[src/rtl/core/stepper_move_step_generator_assert.svh]
// Assertion macros for the stepper step generator
`ifndef STEPPER_MOVE_STEP_GENERATOR_ASSERT_SVH
`define STEPPER_MOVE_STEP_GENERATOR_ASSERT_SVH
`ifndef SYNTHESIS
// same-cycle implication, sampled on clk, off during reset
`define SMSG_ASSERT_NOW(label, ante, cons) \
	label: assert property (@(posedge clk) disable iff (!arst_n) (ante) |-> (cons)) \
		else $error("stepper step generator check failed");
// next-cycle implication, sampled on clk, off during reset
`define SMSG_ASSERT_NEXT(label, ante, cons) \
	label: assert property (@(posedge clk) disable iff (!arst_n) (ante) |=> (cons)) \
		else $error("stepper step generator check failed");
`else
`define SMSG_ASSERT_NOW(label, ante, cons)
`define SMSG_ASSERT_NEXT(label, ante, cons)
`endif
`endif

[src/rtl/core/smsg_pkg.sv]
// Shared codes and types for the stepper step generator
package smsg_pkg;

	localparam logic OP_MOVE = 1'b0;
	localparam logic OP_TICK = 1'b1;

	localparam int CFG_IDX_BITS = 2;

	localparam logic [CFG_IDX_BITS-1:0] CFG_POS_MIN      = 2'd0;
	localparam logic [CFG_IDX_BITS-1:0] CFG_POS_MAX      = 2'd1;
	localparam logic [CFG_IDX_BITS-1:0] CFG_MIN_INTERVAL = 2'd2;
	localparam logic [CFG_IDX_BITS-1:0] CFG_DIR_INVERT   = 2'd3;

	typedef enum logic [1:0] {
		ST_TICK       = 2'd0,
		ST_ACCEPT     = 2'd1,
		ST_REJ_LIMITS = 2'd2,
		ST_REJ_BUSY   = 2'd3
	} status_t;

endpackage

[src/rtl/core/smsg_cfg.sv]
// Configuration registers: position limits, minimum interval, direction invert
module smsg_cfg #(
	parameter int POS_BITS = 24,
	parameter int INTERVAL_BITS = 16,
	parameter int CFG_BITS = 24
) (
	input  logic                                 clk,
	input  logic                                 arst_n,
	input  logic                                 cfg_wr_en,
	input  logic [smsg_pkg::CFG_IDX_BITS-1:0]    cfg_index,
	input  logic [CFG_BITS-1:0]                  cfg_wr_data,
	output logic signed [POS_BITS-1:0]           pos_min,
	output logic signed [POS_BITS-1:0]           pos_max,
	output logic [INTERVAL_BITS-1:0]             min_interval,
	output logic                                 dir_invert
);

	logic signed [POS_BITS-1:0] pos_min_q;
	logic signed [POS_BITS-1:0] pos_max_q;
	logic [INTERVAL_BITS-1:0]   min_interval_q;
	logic                       dir_invert_q;

	always_ff @(posedge clk or negedge arst_n) begin
		if (!arst_n) begin
			pos_min_q      <= {1'b1, {(POS_BITS-1){1'b0}}};
			pos_max_q      <= {1'b0, {(POS_BITS-1){1'b1}}};
			min_interval_q <= {{(INTERVAL_BITS-1){1'b0}}, 1'b1};
			dir_invert_q   <= 1'b0;
		end else if (cfg_wr_en) begin
			case (cfg_index)
				smsg_pkg::CFG_POS_MIN:      pos_min_q      <= cfg_wr_data[POS_BITS-1:0];
				smsg_pkg::CFG_POS_MAX:      pos_max_q      <= cfg_wr_data[POS_BITS-1:0];
				smsg_pkg::CFG_MIN_INTERVAL: min_interval_q <= cfg_wr_data[INTERVAL_BITS-1:0];
				smsg_pkg::CFG_DIR_INVERT:   dir_invert_q   <= cfg_wr_data[0];
				default: ;
			endcase
		end
	end

	assign pos_min      = pos_min_q;
	assign pos_max      = pos_max_q;
	assign min_interval = min_interval_q;
	assign dir_invert   = dir_invert_q;

endmodule

[src/rtl/core/smsg_core.sv]
// Axis state and the per-item move check, countdown and position update
module smsg_core #(
	parameter int POS_BITS = 24,
	parameter int INTERVAL_BITS = 16
) (
	input  logic                           clk,
	input  logic                           arst_n,
	input  logic                           fire,
	input  logic                           op,
	input  logic signed [POS_BITS-1:0]     tgt,
	input  logic [INTERVAL_BITS-1:0]       ivl,
	input  logic signed [POS_BITS-1:0]     pos_min,
	input  logic signed [POS_BITS-1:0]     pos_max,
	input  logic [INTERVAL_BITS-1:0]       min_interval,
	input  logic                           dir_invert,
	output logic                           res_pulse,
	output logic                           res_dir,
	output logic signed [POS_BITS-1:0]     res_pos,
	output logic                           res_busy,
	output smsg_pkg::status_t              res_status
);

	`include "stepper_move_step_generator_assert.svh"

	logic signed [POS_BITS-1:0] position_q;
	logic signed [POS_BITS-1:0] target_q;
	logic [INTERVAL_BITS-1:0]   interval_q;
	logic [INTERVAL_BITS-1:0]   countdown_q;
	logic                       moving_q;
	logic                       dir_q;

	logic signed [POS_BITS-1:0] target_d;
	logic [INTERVAL_BITS-1:0]   interval_d;
	logic [INTERVAL_BITS-1:0]   countdown_d;
	logic signed [POS_BITS-1:0] pos_step;
	logic                       in_limits;

	assign in_limits = (tgt >= pos_min) && (tgt <= pos_max) &&
		(ivl != '0) && (ivl >= min_interval);
	// one step toward the target
	assign pos_step = (target_q > position_q) ? position_q + POS_BITS'(1)
		: position_q - POS_BITS'(1);

	always_comb begin
		res_pulse   = 1'b0;
		res_dir     = dir_q;
		res_pos     = position_q;
		res_busy    = moving_q;
		res_status  = smsg_pkg::ST_TICK;
		target_d    = target_q;
		interval_d  = interval_q;
		countdown_d = countdown_q;
		if (op == smsg_pkg::OP_MOVE) begin
			if (moving_q) begin
				res_status = smsg_pkg::ST_REJ_BUSY;
			end else if (!in_limits) begin
				res_status = smsg_pkg::ST_REJ_LIMITS;
			end else begin
				res_status  = smsg_pkg::ST_ACCEPT;
				target_d    = tgt;
				interval_d  = ivl;
				countdown_d = '0;
				if (tgt == position_q) begin
					res_dir  = 1'b1;
					res_busy = 1'b0;
				end else begin
					res_dir  = (tgt > position_q) ^ dir_invert;
					res_busy = 1'b1;
				end
			end
		end else if (moving_q) begin
			if (countdown_q == '0) begin
				res_pulse   = 1'b1;
				res_pos     = pos_step;
				countdown_d = interval_q - INTERVAL_BITS'(1);
				res_busy    = (pos_step != target_q);
			end else begin
				countdown_d = countdown_q - INTERVAL_BITS'(1);
			end
		end
	end

	always_ff @(posedge clk or negedge arst_n) begin
		if (!arst_n) begin
			position_q  <= '0;
			target_q    <= '0;
			interval_q  <= '0;
			countdown_q <= '0;
			moving_q    <= 1'b0;
			dir_q       <= 1'b0;
		end else if (fire) begin
			position_q  <= res_pos;
			target_q    <= target_d;
			interval_q  <= interval_d;
			countdown_q <= countdown_d;
			moving_q    <= res_busy;
			dir_q       <= res_dir;
		end
	end

	`SMSG_ASSERT_NOW(a_moving_not_at_target, moving_q, position_q != target_q)
	`SMSG_ASSERT_NEXT(a_accept_clears_countdown, fire && (res_status == smsg_pkg::ST_ACCEPT), countdown_q == '0)
	`SMSG_ASSERT_NEXT(a_pulse_moves_position, fire && res_pulse, position_q != $past(position_q))

endmodule

[src/rtl/core/stepper_move_step_generator.sv]
// Stepper step and direction generator: top level with input and result registers.
// An accepted item passes through the input register, then the result register.
// Throughput: one item per cycle, move or tick, unless out_ready stalls the output;
// limited by the single state update path.
// Reset: asynchronous, clears the axis state to idle at position zero and loads the
// configuration defaults (full position range, minimum interval 1, no invert).
module stepper_move_step_generator #(
	parameter int POS_BITS = 24,
	parameter int INTERVAL_BITS = 16
) (
	input  logic                                 clk,
	input  logic                                 arst_n,
	input  logic                                 cfg_wr_en,
	input  logic [smsg_pkg::CFG_IDX_BITS-1:0]    cfg_index,
	input  logic [((POS_BITS > INTERVAL_BITS) ? POS_BITS : INTERVAL_BITS)-1:0] cfg_wr_data,
	input  logic                                 in_valid,
	output logic                                 in_ready,
	input  logic                                 op,
	input  logic signed [POS_BITS-1:0]           target_position,
	input  logic [INTERVAL_BITS-1:0]             step_interval,
	output logic                                 out_valid,
	input  logic                                 out_ready,
	output logic                                 step_pulse,
	output logic                                 dir_level,
	output logic signed [POS_BITS-1:0]           position,
	output logic                                 busy_res,
	output logic [1:0]                           status
);

	`include "stepper_move_step_generator_assert.svh"

	localparam int CFG_BITS = (POS_BITS > INTERVAL_BITS) ? POS_BITS : INTERVAL_BITS;

	logic signed [POS_BITS-1:0] pos_min;
	logic signed [POS_BITS-1:0] pos_max;
	logic [INTERVAL_BITS-1:0]   min_interval;
	logic                       dir_invert;

	logic                       valid_s1;
	logic                       op_s1;
	logic signed [POS_BITS-1:0] target_s1;
	logic [INTERVAL_BITS-1:0]   interval_s1;

	logic                       valid_s2;
	logic                       pulse_s2;
	logic                       dir_s2;
	logic signed [POS_BITS-1:0] pos_s2;
	logic                       busy_s2;
	smsg_pkg::status_t          status_s2;

	logic                       advance;
	logic                       res_pulse;
	logic                       res_dir;
	logic signed [POS_BITS-1:0] res_pos;
	logic                       res_busy;
	smsg_pkg::status_t          res_status;

	smsg_cfg #(
		.POS_BITS(POS_BITS),
		.INTERVAL_BITS(INTERVAL_BITS),
		.CFG_BITS(CFG_BITS)
	) u_cfg (
		.clk(clk),
		.arst_n(arst_n),
		.cfg_wr_en(cfg_wr_en),
		.cfg_index(cfg_index),
		.cfg_wr_data(cfg_wr_data),
		.pos_min(pos_min),
		.pos_max(pos_max),
		.min_interval(min_interval),
		.dir_invert(dir_invert)
	);

	// move the item out of the input register when the result register frees up
	assign advance  = valid_s1 && (!valid_s2 || out_ready);
	assign in_ready = !valid_s1 || advance;

	always_ff @(posedge clk or negedge arst_n) begin
		if (!arst_n) begin
			valid_s1 <= 1'b0;
		end else if (in_ready) begin
			valid_s1 <= in_valid;
		end
	end

	always_ff @(posedge clk) begin
		if (in_valid && in_ready) begin
			op_s1       <= op;
			target_s1   <= target_position;
			interval_s1 <= step_interval;
		end
	end

	smsg_core #(
		.POS_BITS(POS_BITS),
		.INTERVAL_BITS(INTERVAL_BITS)
	) u_core (
		.clk(clk),
		.arst_n(arst_n),
		.fire(advance),
		.op(op_s1),
		.tgt(target_s1),
		.ivl(interval_s1),
		.pos_min(pos_min),
		.pos_max(pos_max),
		.min_interval(min_interval),
		.dir_invert(dir_invert),
		.res_pulse(res_pulse),
		.res_dir(res_dir),
		.res_pos(res_pos),
		.res_busy(res_busy),
		.res_status(res_status)
	);

	always_ff @(posedge clk or negedge arst_n) begin
		if (!arst_n) begin
			valid_s2 <= 1'b0;
		end else if (!valid_s2 || out_ready) begin
			valid_s2 <= valid_s1;
		end
	end

	always_ff @(posedge clk) begin
		if (advance) begin
			pulse_s2  <= res_pulse;
			dir_s2    <= res_dir;
			pos_s2    <= res_pos;
			busy_s2   <= res_busy;
			status_s2 <= res_status;
		end
	end

	assign out_valid  = valid_s2;
	assign step_pulse = pulse_s2;
	assign dir_level  = dir_s2;
	assign position   = pos_s2;
	assign busy_res   = busy_s2;
	assign status     = status_s2;

	`SMSG_ASSERT_NEXT(a_accept_fills_s1, in_valid && in_ready, valid_s1)
	`SMSG_ASSERT_NEXT(a_advance_fills_s2, advance, valid_s2)
	`SMSG_ASSERT_NEXT(a_result_held, out_valid && !out_ready, out_valid && $stable(position))

endmodule
[config.mk]
export PLATFORM = sky130hd
export DESIGN_NAME = stepper_move_step_generator
export DESIGN_NICKNAME = d
export VERILOG_FILES = /design/src/rtl/core/smsg_pkg.sv /design/src/rtl/core/smsg_cfg.sv /design/src/rtl/core/smsg_core.sv /design/src/rtl/core/stepper_move_step_generator.sv
export VERILOG_INCLUDE_DIRS = /design/src /design/src/rtl/core
export SDC_FILE = /design/constraint.sdc
export NUM_CORES = 1
export LEC_CHECK = 0
export BUFFER_PORTS_ARGS = -buffer_cell sky130_fd_sc_hd__clkbuf_2
export CAP_MARGIN = 0
export CORE_MARGIN = 1
export CORE_UTILIZATION = 40
export DETAILED_ROUTE_END_ITERATION = 6
export HOLD_SLACK_MARGIN = 0.1
export PLACE_DENSITY_LB_ADDON = 0.25
export SLEW_MARGIN = 5
export SYNTH_ARGS = -nofsm -noshare
export SYNTH_HDL_FRONTEND = slang
export SYNTH_SLANG_ARGS = --single-unit
[constraint.sdc]
create_clock -name clk -period 8.4 [get_ports clk]
set_input_delay 1.26 -clock clk [delete_from_list [all_inputs] [get_ports clk]]
set_output_delay 1.26 -clock clk [all_outputs]
set_load 0.01 [all_outputs]
==> results of run 1 <==
## flip-flops by register name, summed over array words and instances (netlist names), 2 cells and up
name and cells:
target_s1 24, u_cfg.min_interval 16, u_core.interval_q 16, interval_s1 16, position 24, u_cfg.pos_min 24
u_core.position_q 24, status 2, u_cfg.pos_max 24, u_core.target_q 24, u_core.countdown_q 16
## power groups by stage
stage	registers (mW)	logic, mW	clock network [mW]
final	1.30	0.535	1.22
after CTS	1.30	0.539	1.25
after global placement	1.32	0.522	0
after global routing	1.31	0.610	1.28
after detailed placement	1.32	0.534	0
after floorplan	1.30	0.369	0
## final cells by class
| class | instances | area [µm²] | area share |
|---|---|---|---|
| clock buffer | 34 | 743 | 0.0468 |
| clock inverter | 15 | 185 | 0.0116 |
| inverter | 106 | 398 | 0.0250 |
| multi-input combinational | 969 | 7540 | 0.474 |
| sequential | 219 | 5860 | 0.369 |
| tap | 455 | 569 | 0.0358 |
| timing repair buffer | 113 | 599 | 0.0377 |
## layout by cell type (no fill, tap or decap), drive strengths merged, types with 53 or more instances in the layout
cell / Yosys / routed
clkbuf: 28 / 135
ha: 139 / 139
dfrtp: 124 / 124
nor2: 53 / 53
a21oi: 79 / 79
edfxtp: 70 / 70
o21ai: 108 / 108
mux2: 99 / 99
inv: 105 / 107
nand2: 103 / 103
## synth_stat cells (all sizes together), types with 24 or more instances
library cell / n
dfstp: 25
edfxtp: 70
ha: 139
nor3: 24
clkbuf: 28
nor2: 53
nand3: 27
a21oi: 79
mux2: 99
inv: 105
nand2: 103
nand4: 31
a21o: 35
dfrtp: 124
o21ai: 108
## layer usage
metal	vias up	routed length (µm)	GRT usage
met5	-	0	0
met1	5109	17400	0.293
met4	0	883	0.0614
met2	280	16200	0.322
li1	5150	-	-
met3	55	1770	0.0248
## final timing paths
| kind | startpoint | endpoint |
|---|---|---|
| worst max-delay path | u_core.position_q[1] | busy_res |
| worst min-delay path | valid_s1 | out_valid |
| worst max register to register | u_core.position_q[1] | busy_res |
| worst min register to register | valid_s1 | out_valid |
| max in group asynchronous | arst_n | u_core.moving_q |
| min in group asynchronous | arst_n | u_cfg.min_interval[6] |
## stage by stage
step | hold slack (ns) | power (mW) | cells | util
floorplan | 0.457 | 1.67 | 1341 | -
global placement | 0.468 | 1.84 | 1862 | 0.433
detailed placement | 0.483 | 1.85 | 1862 | 0.433
CTS | 0.497 | 3.09 | 1911 | 0.460
global route | 0.509 | 3.21 | 1911 | 0.460
finish | 0.494 | 3.05 | 1911 | 0.460
## cells by family after synthesis
logic type               share of synthesized area
AND/OR/NAND/NOR                              0.126
multiplexers                                0.0967
XOR/XNOR                                    0.0337
buffers and inverters                       0.0445
flip-flops                                   0.418
adder cells (fa/ha/maj)                      0.125
AO/OA/AOI/OAI                                0.155
==> impl_metrics.py, run 1 <==
metrics = {
    "pwr": {
        "pwr-share-seq": 0.426,
        "p_comb_frac": 0.175,
        "clock_power_share": 0.398,
        "powerDensity_nw_per_um2": 192,
        "leakagePower_nw": 7.22,
        "swShare": 0.278,
        "internal_power_mw": 2.20,
        "peakVddDrop_mv": 0.175,
        "p_switching_mw": 0.849,
    },
    "cts": {
        "hold_buffers": 0,
        "htree_levels": 1,
        "clk_latency_ns": 0.55,
        "cts_tree": "yes",
        "clk_pin_slew_ns": 0.06,
        "cts_setup_buffers": 0,
        "cts-root-buf": "clkbuf_16",
        "cts.sinks": 219,
        "clock_path_buffers": 3,
        "cts.repair.resized": 0,
        "cts_buffers": 27,
    },
    "setup_path": {
        "cp_common_cell": "a21oi_1",
        "crit_path_start_kind": "register",
        "cp.required_ns": 8.67,
        "worstSetupEndpointType": "register",
        "cpMaxStageDelayCell": "ha_1",
        "critPathKind": "reg -> reg",
        "cp_max_fo": 27,
        "cp.depth": 18,
        "rr_worst_depth": 18,
        "slowest_delay_ns": 0.46,
        "cp_top_family": "compound AO/OA/AOI/OAI gates",
        "r2r_slack_ns": 3.07,
        "crit_buf_inv": 2,
        "critPathArrivalTime_ns": 5.60,
        "cp_cell_sequence": "inv_1 > ha_1 > nor2b_1 > o211ai_1 > a21oi_1 > o31ai_1 > and3_1 > mux2i_2 > buf_4 > ha_1 > a21oi_1 > o221ai_1 > a21oi_1 > o21bai_2 > a311o_1 > xnor3_1 > nor3_1 > a21oi_1",
    },
    "grt": {
        "grt_use_total": 0.204,
        "grt_max_degree": 78,
        "grt_overflow": 0,
        "grt_first_pass_wirelength_um": 57400,
        "grt_pass1_vias": 10400,
        "grt_antenna_before_repair": 0,
    },
    "worst_hold_path": {
        "hold_path.class": "reg -> reg",
        "holdPathStages": 1,
    },
    "synthesis": {
        "synth-edff-count": 70,
        "postSynthAreaPerCell_um2": 10.5,
        "synth.area.top_cells": "dfrtp_1 22%, edfxtp_1 15%, ha_1 12%",
        "ys_seq_area_frac": 0.418,
        "synthArstFlopShare": 0.680,
        "synth_top_cell_area_share": 0.221,
        "syn_area_um2": 14000,
        "yosysWarnings": 0,
        "synthFlopType": "dfrtp_1",
        "synth_top_area_cell": "dfrtp_1",
        "synth_seq_cells": 219,
        "synth_fp_nets": 1553,
        "syn_inst": 1341,
        "yosysUniqueCellTypes": 85,
    },
    "sta": {
        "setup-tns-final_ns": 0,
        "slew_violations": 0,
        "clock.fmax_mhz": 187,
        "fin_crit_sh": 0.635,
        "tightest_slew_ns": 1.04,
        "fin_ws_ns": 3.07,
        "final.min_clock_period_ns": 5.33,
        "skew_ns": 0.0238,
        "slew_headroom": 0.305,
        "setup_viol": 0,
        "grt_setup_unrepaired": "no",
        "hold_viol_final": 0,
    },
    "route": {
        "vias": 10600,
        "drt-total-wl_um": 36200,
        "drt_pass1_iterations": 5,
        "wl_per_cell_um": 19.0,
        "viasPerCell": 5.54,
        "drtIter0Drc": 670,
        "ant_nets": 0,
        "drc": 0,
    },
    "floorplan": {
        "die_y_um": 189,
        "die_w_um": 189,
        "rows": 68,
        "start_util": 0.406,
        "core-area_um2": 34500,
        "dieArea_um2": 35800,
        "pin_count": 103,
    },
    "cells_and_area": {
        "drive_above_1_share": 0.205,
        "fin_area_um2": 15900,
        "fill_cells": 3338,
        "diodes": 0,
        "nets": 1648,
        "area_growth_pct": 13.4,
    },
    "placed_design": {
        "place.gp.congestion": 0.929,
        "place.port_buffers": 102,
        "detailedPlace.worstSlack_ns": 3.14,
        "place_area_um2": 15000,
        "dp_hpwl_um": 27100,
    },
    "outcome": {
        "outcome": "complete, no violations",
    },
    "run": {
        "drv_cap": 0,
    },
}
Note: power is estimated with default switching activity, not from simulation.
==> run 2: changes to the inputs <==
--- a/config.mk
+++ b/config.mk
@@ -6,6 +6,7 @@
 export SDC_FILE = /design/constraint.sdc
 export NUM_CORES = 1
 export LEC_CHECK = 0
+export ABC_AREA = 1
 export BUFFER_PORTS_ARGS = -buffer_cell sky130_fd_sc_hd__clkbuf_2
 export CAP_MARGIN = 0
 export CORE_MARGIN = 1
==> constraint.sdc (replaced) <==
create_clock -name clk -period 4.45 [get_ports clk]
set_input_delay 0.6675 -clock clk [delete_from_list [all_inputs] [get_ports clk]]
set_output_delay 0.6675 -clock clk [all_outputs]
set_load 0.01 [all_outputs]
==> impl_metrics.py, run 2 <==
metrics = {
    "run": {
        "drv_cap": 0,
    },
    "setup_path": {
        "worstSetupEndpointType": "register",
        "crit_buf_inv": 4,
        "critPathArrivalTime_ns": 4.44,
        "cpMaxStageDelayCell": "dfrtp_1",
        "cp_max_fo": 13,
        "cp_top_family": "compound AO/OA/AOI/OAI gates",
        "cp_cell_sequence": "inv_1 > ha_1 > a21oi_1 > o21ai_0 > a21oi_1 > nand3_1 > nand2_1 > nand3_2 > buf_4 > clkbuf_16 > ha_1 > a21oi_1 > o21ai_0 > a21oi_2 > nand2_1 > a21oi_1 > nand2_1 > nand3_1 > nand2_1 > inv_1 > nand3_1 > nor2_1 > nand3_1 > and2_1",
        "slowest_delay_ns": 0.41,
        "crit_path_start_kind": "register",
        "critPathKind": "reg -> reg",
        "cp.depth": 24,
        "cp.required_ns": 4.74,
        "rr_worst_depth": 24,
    },
    "synthesis": {
        "synth.area.top_cells": "dfrtp_1 23%, edfxtp_1 16%, ha_1 13%",
        "synth_fp_nets": 1806,
        "ys_seq_area_frac": 0.443,
        "synth_common_cells": "383 x nand2_1, 236 x inv_1, 158 x o21ai_0",
        "syn_area_um2": 13200,
        "yosysUniqueCellTypes": 50,
        "synth_seq_cells": 219,
        "synthFlopType": "dfrtp_1",
        "synthArstFlopShare": 0.680,
        "yosysWarnings": 0,
        "synth_top_cell_area_share": 0.234,
        "synth_top_area_cell": "dfrtp_1",
        "postSynthAreaPerCell_um2": 8.31,
        "yosysMostFrequentCell": "nand2_1",
        "syn_inst": 1594,
        "synth-edff-count": 70,
    },
    "pwr": {
        "peakVddDrop_mv": 0.420,
        "leakagePower_nw": 7.63,
        "powerDensity_nw_per_um2": 793,
    },
    "floorplan": {
        "pin_count": 103,
        "die_y_um": 184,
        "core-area_um2": 32500,
        "die_w_um": 184,
        "start_util": 0.407,
        "dieArea_um2": 33800,
        "rows": 66,
    },
    "sta": {
        "setup_viol": 0,
        "slew_violations": 0,
        "clock.fmax_mhz": 241,
        "grt_setup_unrepaired": "no",
        "setup-tns-final_ns": 0,
        "slew_headroom": 0.286,
        "hold_viol_final": 0,
        "skew_ns": 0.0118,
        "final.min_clock_period_ns": 4.15,
        "tightest_slew_ns": 1.07,
        "fin_hold_ws_ns": 0.186,
        "fin_crit_sh": 0.932,
    },
    "cts": {
        "clk_pin_slew_ns": 0.06,
        "clock_path_buffers": 3,
        "clk_latency_ns": 0.54,
        "cts-root-buf": "clkbuf_16",
        "cts_tree": "yes",
        "cts.sinks": 219,
        "htree_levels": 1,
        "cts_buffers": 26,
    },
    "cells_and_area": {
        "nets": 1925,
        "diodes": 0,
        "layout_common_cells": "383 x nand2_1, 234 x inv_1, 157 x o21ai_0",
        "area_growth_pct": 16.5,
        "layout_commonest_cell": "nand2_1",
        "drive_above_1_share": 0.135,
        "layout.cells.non_filler": 2175,
    },
    "route": {
        "drt_pass1_iterations": 5,
        "drt-total-wl_um": 34000,
        "vias": 10900,
        "wl_per_cell_um": 15.6,
        "ant_nets": 0,
        "drc": 0,
        "viasPerCell": 5.00,
        "drtIter0Drc": 666,
    },
    "grt": {
        "grt_use_total": 0.206,
        "grt_antenna_before_repair": 0,
        "grt_overflow": 0,
        "grt_pass1_vias": 10400,
        "grt_max_degree": 85,
        "grt_first_pass_wirelength_um": 54800,
    },
    "placed_design": {
        "dp_hpwl_um": 25800,
        "dp.cells": 2125,
        "place.port_buffers": 102,
        "place.gp.congestion": 0.894,
    },
    "outcome": {
        "outcome": "complete, no violations",
    },
    "worst_hold_path": {
        "hold_path.class": "in -> async",
    },
}
==> run 2: changes by cell type after synthesis, moves of 21 or more <==
cell,before,now
mux2_2,58,0
nand2_1,103,383
nand3_1,27,79
inv_1,105,236
o21ai_0,97,158
a21oi_1,78,99
nor2_1,53,82
mux2_4,39,0
a21o_1,35,5
==> run 2: worst paths after layout <==
path | startpoint | end | slack [ns]
worst min register to register | u_cfg.min_interval[15] | u_cfg.min_interval[15] | 0.48
worst min-delay path | arst_n | valid_s1 | 0.19
max in group asynchronous | arst_n | u_cfg.pos_max[13] | 3.35
worst max register to register | u_core.position_q[21] | busy_res | 0.30
min in group clk | step_interval[15] | interval_s1[15] | 0.29
worst max-delay path | u_core.position_q[21] | busy_res | 0.30
==> run 2: cell families (layout without fill, tap and decap cells) <==
kind of cell / count (synthesis) / after routing / synth area share
simple gates: 619 / 619 / 0.200
buf+inv: 276 / 415 / 0.0797
flops: 219 / 219 / 0.443
xor+xnor: 20 / 20 / 0.0176
compound gates: 320 / 320 / 0.128
fa+ha+maj: 140 / 140 / 0.133
==> run 2: where the power goes <==
| group | leakage (nW) | internal, mW | total [mW] | switching [mW] |
|---|---|---|---|---|
| Combinational | 4.64 | 2.67 | 6.85 | 4.18 |
| Clock | 0.465 | 1.44 | 2.31 | 0.875 |
| Sequential | 2.52 | 2.66 | 3.07 | 0.407 |
| Total | 7.63 | 6.77 | 12.2 | 5.46 |
==> run 2: through the flow <==
step / util / setup WS, ns / cell area, µm² / total power [mW]
after detailed placement: 0.442 / 0.191 / 14400 / 9.60
final: 0.474 / 0.300 / 15400 / 12.2
after floorplan: - / 0.291 / 13200 / 7.78
after CTS: 0.471 / 0.161 / 15300 / 12.0
after global routing: 0.474 / 0.00758 / 15400 / 13.3
after global placement: 0.442 / 0.254 / 14400 / 9.51
==> run 2: per-layer routing <==
layer / wire length (µm) / GRT usage
met4: 654 / 0.0507
met2: 15400 / 0.334
met5: 0 / 0
met3: 1830 / 0.0258
met1: 16000 / 0.292
==> run 2: repair_timing <==
item	4_1_cts	5_1_grt
hold buffers	0	0
setup endpoints to repair	0	5
resized for setup	0	16
buffers inserted	0	1
==> run 2: final cells by class <==
cell class | instances | area, µm²
timing repair buffer | 128 | 767
multi-input combinational | 1099 | 6400
clock buffer | 38 | 810
tap | 442 | 553
clock inverter | 10 | 138
sequential | 219 | 5860
fill | 3252 | 17100
inverter | 239 | 900
==> run 2: worst register-to-register path, stage by stage, from the launching register on <==
cell	delay [ns]
dfrtp_1	0.41
inv_1	0.16
ha_1	0.27
a21oi_1	0.17
o21ai_0	0.10
a21oi_1	0.22
nand3_1	0.11
nand2_1	0.12
nand3_2	0.12
buf_4	0.17
clkbuf_16	0.17
ha_1	0.33
a21oi_1	0.26
o21ai_0	0.17
a21oi_2	0.20
nand2_1	0.11
a21oi_1	0.14
nand2_1	0.10
nand3_1	0.09
nand2_1	0.05
inv_1	0.04
nand3_1	0.07
nor2_1	0.09
nand3_1	0.08
and2_1	0.15
==> run 3: changes to the inputs <==
--- a/config.mk
+++ b/config.mk
@@ -7,11 +7,11 @@
 export NUM_CORES = 1
 export LEC_CHECK = 0
 export ABC_AREA = 1
-export BUFFER_PORTS_ARGS = -buffer_cell sky130_fd_sc_hd__clkbuf_2
 export CAP_MARGIN = 0
 export CORE_MARGIN = 1
 export CORE_UTILIZATION = 40
 export DETAILED_ROUTE_END_ITERATION = 6
+export DONT_BUFFER_PORTS = 1
 export HOLD_SLACK_MARGIN = 0.1
 export PLACE_DENSITY_LB_ADDON = 0.25
 export SLEW_MARGIN = 5
==> impl_metrics.py, run 3 (synthesis results as in run 2) <==
metrics = {
    "setup_path": {
        "crit_path_start_kind": "register",
        "cp_max_fo": 7,
        "cp.required_ns": 4.76,
        "cp_common_cell": "nand2_1",
        "critPathArrivalTime_ns": 4.53,
        "r2r_slack_ns": 0.23,
        "slowest_delay_ns": 0.39,
        "worstSetupEndpointType": "register",
        "critPathKind": "reg -> reg",
        "rr_worst_depth": 25,
        "timing.rr.end": "busy_res",
        "crit_buf_inv": 4,
        "reg2reg_from": "u_core.position_q[21]",
        "cp_top_family": "simple AND/OR/NAND/NOR gates",
        "cpMaxStageDelayCell": "dfrtp_1",
    },
    "cells_and_area": {
        "area_growth_pct": 14.4,
        "final_util": 0.466,
        "drive_above_1_share": 0.113,
        "nets": 1852,
        "layout.cells.non_filler": 2102,
        "layout_common_cells": "377 x nand2_1, 224 x inv_1, 157 x o21ai_0",
        "layout_commonest_cell": "nand2_1",
        "fin_area_um2": 15100,
        "diodes": 0,
    },
    "route": {
        "vias": 10700,
        "ant_nets": 0,
        "drt-total-wl_um": 34600,
        "drtIter0Drc": 637,
        "drt_pass1_iterations": 5,
        "drc": 0,
        "wl_per_cell_um": 16.5,
        "viasPerCell": 5.07,
    },
    "grt": {
        "grt_first_pass_wirelength_um": 54900,
        "grt_pass1_vias": 10300,
        "grt_use_met2": 0.326,
        "grt_max_degree": 150,
        "grt_use_met3": 0.0240,
        "grt_overflow": 0,
        "grt_use_total": 0.208,
        "grt_antenna_before_repair": 0,
        "grt_busiest_layer": "met2",
        "met1_usage": 0.296,
    },
    "sta": {
        "slew_headroom": 0.318,
        "hold_viol_final": 0,
        "tightest_slew_ns": 1.02,
        "fin_crit_sh": 0.948,
        "clock.fmax_mhz": 237,
        "fin_hold_ws_ns": 0.118,
        "setup_viol": 0,
        "skew_ns": 0.0178,
        "final.min_clock_period_ns": 4.22,
        "slew_violations": 0,
    },
    "floorplan": {
        "core-area_um2": 32500,
        "rows": 66,
        "start_util": 0.407,
        "pin_count": 103,
        "die_y_um": 184,
        "die_w_um": 184,
        "dieArea_um2": 33800,
    },
    "cts": {
        "cts_buffers": 26,
        "cts-root-buf": "clkbuf_16",
        "clock_path_buffers": 3,
        "clk_latency_ns": 0.55,
        "cts_tree": "yes",
        "cts.sinks": 219,
        "htree_levels": 1,
        "clk_pin_slew_ns": 0.06,
    },
    "pwr": {
        "powerDensity_nw_per_um2": 816,
        "leakagePower_nw": 7.29,
        "peakVddDrop_mv": 0.371,
        "fin_total_pwr_mw": 12.4,
    },
    "outcome": {
        "outcome": "complete, no violations",
    },
    "placed_design": {
        "dp.cells": 2025,
        "place.port_buffers": 0,
        "place.gp.congestion": 0.921,
        "dp_hpwl_um": 25700,
        "place_area_um2": 13900,
    },
    "worst_hold_path": {
        "hold_path.class": "in -> async",
    },
    "run": {
        "drv_cap": 0,
    },
}
[run 3: repair_timing]
action,in CTS,in global routing
setup buffers,0,26
hold buffers,1,0
endpoints found under the hold margin,149,0
endpoints found under the setup margin,0,4
gates resized for setup,0,51
[run 3: through the flow]
stage,TNS [ns],worst slack [ns]
2_1_floorplan,0,0.291
3_3_place_gp,0,0.199
4_1_cts,0,0.144
3_5_place_dp,0,0.172
6_report,0,0.232
5_1_grt,-0.00459,-0.00459
[run 3: worst max path at each step]
stage / cells past startpoint / from / slack [ns] / endpoint
6_report: 25 / u_core.position_q[21] / 0.23 / busy_res
3_3_place_gp: 29 / u_core.position_q[23] / 0.20 / busy_res
2_1_floorplan: 25 / u_core.position_q[23] / 0.29 / busy_res
3_5_place_dp: 26 / u_core.position_q[23] / 0.17 / busy_res
4_1_cts: 29 / u_core.position_q[23] / 0.14 / busy_res
5_1_grt: 28 / u_core.position_q[17] / -0.005 / busy_res
[run 3: power by group]
| group | switching, mW | internal [mW] |
|---|---|---|
| Sequential | 0.461 | 2.67 |
| Clock | 0.875 | 1.20 |
| Combinational | 4.27 | 2.88 |
| Total | 5.61 | 6.75 |
[run 3: layout make-up]
type / instances / area [µm²]
flip-flops and latches: 219 / 5870
inverters: 239 / 900
clock buffers: 35 / 726
clock inverters: 13 / 97.6
multi-input cells: 1099 / 6510
fillers: 3198 / 17400
well taps: 442 / 553
repair buffers: 55 / 493
[run 3: worst reg2reg max path: stages, from the launching register on]
cell,delay (ns)
dfrtp_1,0.39
inv_2,0.08
ha_4,0.27
nand2_1,0.09
nor2_4,0.16
nand2_4,0.09
nor2_4,0.12
nand2_1,0.09
nand4_1,0.20
nand3_4,0.13
buf_12,0.16
clkbuf_16,0.16
ha_1,0.33
buf_4,0.14
nand4_1,0.21
nor2_1,0.28
nand4_1,0.22
nand4_1,0.17
nand2_1,0.09
nand2_1,0.06
nand3_1,0.06
nor2_1,0.12
nand2_1,0.06
nor2_1,0.09
nand3_1,0.10
and2_1,0.15
[run 3: routing by layer]
layer | share of wire | wire length, µm | up-vias
li1 | - | - | 5405
met1 | 0.49 | 16800 | 4930
met2 | 0.44 | 15300 | 254
met3 | 0.044 | 1510 | 68
met4 | 0.030 | 1040 | 0
met5 | 0 | 0 | -
